==> src/hdl/mhdf_pkg.sv <==
// Shared types, constants and fixed-point helpers for the ideal MHD flux pipeline.
`timescale 1ns / 1ps

package mhdf_pkg;

    localparam int DataW   = 32;
    localparam int GammaW  = 18;
    localparam int CfgIdxW = 2;

    // Configuration register indexes
    localparam logic [CfgIdxW-1:0] CfgGasGamma = 2'd0;
    localparam logic [CfgIdxW-1:0] CfgFieldX   = 2'd1;

    localparam logic [GammaW-1:0]      GammaReset = 18'd109227;
    localparam logic signed [18:0]     QOne       = 19'sd65536;
    localparam logic signed [63:0]     HalfLsb16  = 64'sd32768;
    localparam logic signed [63:0]     HalfLsb17  = 64'sd65536;
    localparam logic signed [63:0]     SatMax     = 64'sd2147483647;
    localparam logic signed [63:0]     SatMin     = -64'sd2147483648;

    // Divider: two set-up stages, one stage per quotient bit, one finishing stage
    localparam int DivIters  = 33;
    localparam int DivStages = DivIters + 3;

    // Pipeline stage numbers
    localparam int StgSq      = 1;
    localparam int StgHh      = 2;
    localparam int StgProd    = DivStages;
    localparam int StgSum     = StgProd + 1;
    localparam int StgKinP    = StgProd + 2;
    localparam int StgKin     = StgProd + 3;
    localparam int StgInner   = StgProd + 4;
    localparam int StgPressP  = StgProd + 5;
    localparam int StgPress   = StgProd + 6;
    localparam int StgPtot    = StgProd + 7;
    localparam int StgEp      = StgProd + 8;
    localparam int StgEnP     = StgProd + 9;
    localparam int StgOut     = StgProd + 10;
    localparam int NumStages  = StgOut + 1;

    typedef enum logic [1:0] {
        StOk     = 2'd0,
        StNonPos = 2'd1,
        StSat    = 2'd2
    } status_t;

    // Cell data carried alongside the arithmetic
    typedef struct packed {
        logic signed [31:0] r;
        logic signed [31:0] mx;
        logic signed [31:0] my;
        logic signed [31:0] mz;
        logic signed [31:0] e;
        logic signed [31:0] by;
        logic signed [31:0] bz;
        logic signed [31:0] hh;
        logic signed [31:0] vx;
        logic               rpos;
        logic               sflag;
    } side_t;

    // Partial fluxes carried towards the output
    typedef struct packed {
        logic signed [31:0] vv;
        logic signed [31:0] bv;
        logic signed [48:0] a1;
        logic signed [31:0] f1;
        logic signed [31:0] f2;
        logic signed [31:0] f3;
        logic signed [31:0] f5;
        logic signed [31:0] f6;
    } mid_t;

    // One step of the restoring divider
    typedef struct packed {
        logic [32:0] rem;
        logic [32:0] low;
        logic [32:0] q;
        logic [32:0] den;
        logic        neg;
        logic        ovf;
    } div_t;

    // Q16.16 product rounding, ties towards plus infinity
    function automatic logic signed [47:0] rnd16(input logic signed [63:0] p);
        logic signed [63:0] t;
        t = p + HalfLsb16;
        return t[63:16];
    endfunction

    function automatic logic signed [31:0] sat32(input logic signed [63:0] x);
        if (x > SatMax)
            return 32'sh7fffffff;
        else if (x < SatMin)
            return 32'sh80000000;
        else
            return x[31:0];
    endfunction

    function automatic logic sat_hit(input logic signed [63:0] x);
        return (x > SatMax) || (x < SatMin);
    endfunction

endpackage

==> src/hdl/mhdf_ctl.sv <==
// Valid bits and per-stage advance enables for the flux pipeline.
`timescale 1ns / 1ps

module mhdf_ctl (
    input  logic                           clk,
    input  logic                           rst_n,
    input  logic                           item_valid,
    output logic                           item_stall,
    output logic                           flux_valid,
    input  logic                           flux_stall,
    output logic [mhdf_pkg::NumStages-1:0] en
);
    import mhdf_pkg::*;

    logic [NumStages-1:0] valid_reg;

    // A stage advances when the output is not stalled, or when it or any stage after it holds a bubble
    for (genvar k = 0; k < NumStages; k++)
    begin : g_en
        assign en[k] = ~flux_stall | ~(&valid_reg[NumStages-1:k]);
    end

    // Move valid bits with the data
    always_ff @(posedge clk or negedge rst_n)
    begin
        if (!rst_n)
        begin
            valid_reg <= '0;
        end
        else
        begin
            if (en[0])
                valid_reg[0] <= item_valid;
            for (int k = 1; k < NumStages; k++)
            begin
                if (en[k])
                    valid_reg[k] <= valid_reg[k-1];
            end
        end
    end

    assign item_stall = ~en[0];
    assign flux_valid = valid_reg[NumStages-1];

endmodule

==> config.mk <==
export PLATFORM = sky130hd
export DESIGN_NAME = mhdf_ctl
export DESIGN_NICKNAME = d
export VERILOG_FILES = /design/src/hdl/mhdf_pkg.sv /design/src/hdl/mhdf_ctl.sv
export SDC_FILE = /design/constraint.sdc
export NUM_CORES = 1
export LEC_CHECK = 0
export BUFFER_PORTS_ARGS = -buffer_cell sky130_fd_sc_hd__buf_2
export CAP_MARGIN = 5
export CORE_MARGIN = 4
export CORE_UTILIZATION = 40
export DETAILED_ROUTE_END_ITERATION = 6
export PLACE_DENSITY = 0.7
export SLEW_MARGIN = 20
export SYNTH_ARGS = -nofsm -noshare
export SYNTH_HDL_FRONTEND = slang
export SYNTH_SLANG_ARGS = --single-unit
==> constraint.sdc <==
create_clock -name clk -period 1.9 [get_ports clk]
set_clock_uncertainty 0.05 [all_clocks]
set_input_delay 0.095 -clock clk [delete_from_list [all_inputs] [get_ports clk]]
set_output_delay 0.095 -clock clk [all_outputs]
set_load 0.03 [all_outputs]
==> results.yml <==
clock_tree:
  cts_tree: "built"
  numCtsBuffers: 5
  clk_pin_slew_ps: 80
  cts_sinks: 47
  cts.path.max_buffers: 2
  cts-root-buf: "clkbuf_8"
  clk_latency_ps: 300
  h-tree-depth: 2
synth:
  synth.largest_area_cell: "dfrtp_1"
  synth_cell_types: 28
  yosysTopAreaCellShare: 0.538
  ys_warn_count: 0
  synth_fp_nets: 206
  synth_area_mm2: 0.00218
  ys_ff_latch: 47
  netlist_instances: 202
  synth_area_leaders: "dfrtp_1, nand3_1, nand2b_1, nand4_1, a31o_2"
  seq_area_frac_synth: 0.538
  synth_area_per_cell_um2: 10.8
finish:
  fill_cells: 401
  seq_area_mm2: 0.00118
  areaGrowthSynthToFinish_pct: 54.1
  drive_gt1_frac: 0.536
  fin_nets: 311
  final_core_util: 0.647
  n_antenna_cell: 0
  multi_input_area_mm2: 0.00107
  largest_reg_flops: 47
timing:
  post-route-period-util: 1.07
  hold_viol: 0
  slew_headroom: 0.627
  worst_pin_slew_ps: 560
  max_freq_mhz: 492
  fin_crit_ps: 2030
  fin_ws_ps: -131
  rsz0062_at_grt: "yes"
  finalSetupViolations: 24
  drv_slew: 0
power_and_ir_drop:
  combPwrFrac: 0.110
  clkPwrFrac: 0.332
  p_switching_uw: 506
  vdd_drop_max_mv: 0.292
  pwr_density_cell_mw_per_mm2: 592
  switching_share: 0.254
  p_int_uw: 1490
  p_leak_uw: 0.00151
  p_seq_frac: 0.558
  fin_total_pwr_uw: 1990
drt:
  drc_errors: 0
  highest_layer: "met4"
  wl_met3_um: 252
  wl_per_cell_um: 15.8
  m1WireLength_um: 2670
  route.met2.wl_um: 2980
  wirelength_um: 5990
  drtPass1Iterations: 4
  vias: 2021
  viasPerCell: 5.35
  drt-initial-drc-count: 103
  antenna_left: 0
min_path:
  hp-start: "flux_stall"
  whs_path_depth: 3
  min_to: "valid_reg[44]"
  hold_path_class: "input port to flop"
critical_path:
  reg2reg_slack_ps: 50
  r2r_cells: 8
  cp.required_ps: 1750
  crit_chain: "buf_4, nand4_1, nor3_4, buf_6, and4_4, buf_12, nand4_1, buf_6"
  r2r-start: "valid_reg[41]"
  cp_slowest_stage_delay_ps: 410
  cp-startpoint: "valid_reg[40]"
  crit_slowest_cell: "dfrtp_1"
  cp-end-kind: "primary output"
  critical_path_arrival_ps: 1890
  start_kind: "flop"
  timing.rr.end: "valid_reg[11]"
  crit_path_max_fanout: 11
  worstSetupPathType: "flop to primary output"
floorplan:
  dieArea_mm2: 0.00671
  die_w_um: 81.9
  io_pins: 53
  start_util: 0.420
  dieHeight_um: 81.9
  core_area_mm2: 0.00520
  rows: 26
global_routing:
  track_usage: 0.183
  grt_pass1_wl_um: 9250
  overflow: 0
  first_global_vias: 1978
  grt_max_degree: 26
  antenna_found_initial: 0
run_status:
  status: "complete, but fails checks"
  violations: "negative setup slack"
run:
  drv_cap: 0
placed_design:
  hpwlAfterDp_um: 3720
  numPortBuffers: 52
  gp_congestion: 0.763
## routing by layer
| metal | up-vias | global-route usage |
|---|---|---|
| li1 | 956 | - |
| met1 | 1003 | 0.237 |
| met2 | 53 | 0.301 |
| met3 | 9 | 0.0318 |
| met4 | 0 | 0.0781 |
| met5 | - | 0 |
## power by group through the flow
stage	Combinational [uW]	Clock [uW]	Sequential (uW)
2_1_floorplan	97.2	0	1120
3_3_place_gp	173	0	1120
3_5_place_dp	176	0	1130
4_1_cts	213	672	1110
5_1_grt	240	720	1120
6_report	220	661	1110
## per-stage QoR
stage	instance area (um2)	instances	setup TNS (ps)	setup WS [ps]	hold WS, ps
final	3370	378	-1450	-131	58.8
after global routing	3370	378	-4130	-241	58.9
after CTS	3200	370	-1630	-125	50.5
after detailed placement	2680	337	0	102	65.5
after global placement	2680	337	0	143	62.1
after floorplan	2200	202	0	56.9	-251
## worst max-delay path, delay by kind of cell, from the launching register on
family | cells | cell delay (ps)
AND/OR/NAND/NOR | 4 | 620
flip-flops | 1 | 410
buffers and inverters | 4 | 550
## logic make-up after synthesis
kind of cell | count (synthesis) | synth area share
AO/OA/AOI/OAI | 26 | 0.103
flip-flops | 47 | 0.538
buffers and inverters | 18 | 0.0475
AND/OR/NAND/NOR | 111 | 0.311
## cell type report
cell class / count / area share
tap: 70 / 0.0260
multi-input combinational: 138 / 0.319
sequential: 47 / 0.352
clock buffer: 8 / 0.0297
inverter: 9 / 0.0108
timing repair buffer: 106 / 0.263
## layout by cell type (no fill, tap or decap), types with 4 or more instances in the layout
master / synthesis / routed
buf_4: 2 / 47
dfrtp_1: 47 / 41
buf_6: 2 / 30
buf_2: 2 / 24
nand2b_1: 16 / 16
nand4_1: 15 / 15
nand2_1: 16 / 14
nand3_1: 24 / 14
nand3_2: 2 / 9
a31o_2: 9 / 9
a21o_1: 8 / 8
a41o_1: 7 / 7
clkbuf_8: 0 / 7
inv_1: 9 / 6
dfrtp_2: 0 / 6
and3_1: 6 / 5
or2_2: 5 / 5
nor4_4: 2 / 4
nor2_1: 4 / 4
## worst max path at each step
| stage | to | slack [ps] | cells past startpoint |
|---|---|---|---|
| 3_5_place_dp | en[7] | 100 | 5 |
| 5_1_grt | en[5] | -240 | 8 |
| 6_report | en[17] | -130 | 8 |
| 4_1_cts | en[5] | -120 | 6 |
| 2_1_floorplan | en[11] | 60 | 6 |
| 3_3_place_gp | en[7] | 140 | 5 |
## synth_stat cells, drive strengths merged
library cell	n
a21o	8
a31o	10
a41o	7
and2	5
and3	6
and4	4
buf	7
clkbuf	2
dfrtp	47
inv	9
nand2	17
nand2b	16
nand3	26
nand4	17
nor2	4
nor3	5
nor4	6
o21bai	1
or2	5
## timing repair
action                                 in CTS  in global routing
setup endpoints to repair                  35                 40
hold buffers                                2                  0
endpoints found under the hold margin      23                  0
setup buffers                              23                  8
resized for setup                          62                 45
cloned                                      0                  1
pin swaps                                  10                  7
Power figures use the tool's default switching activity.
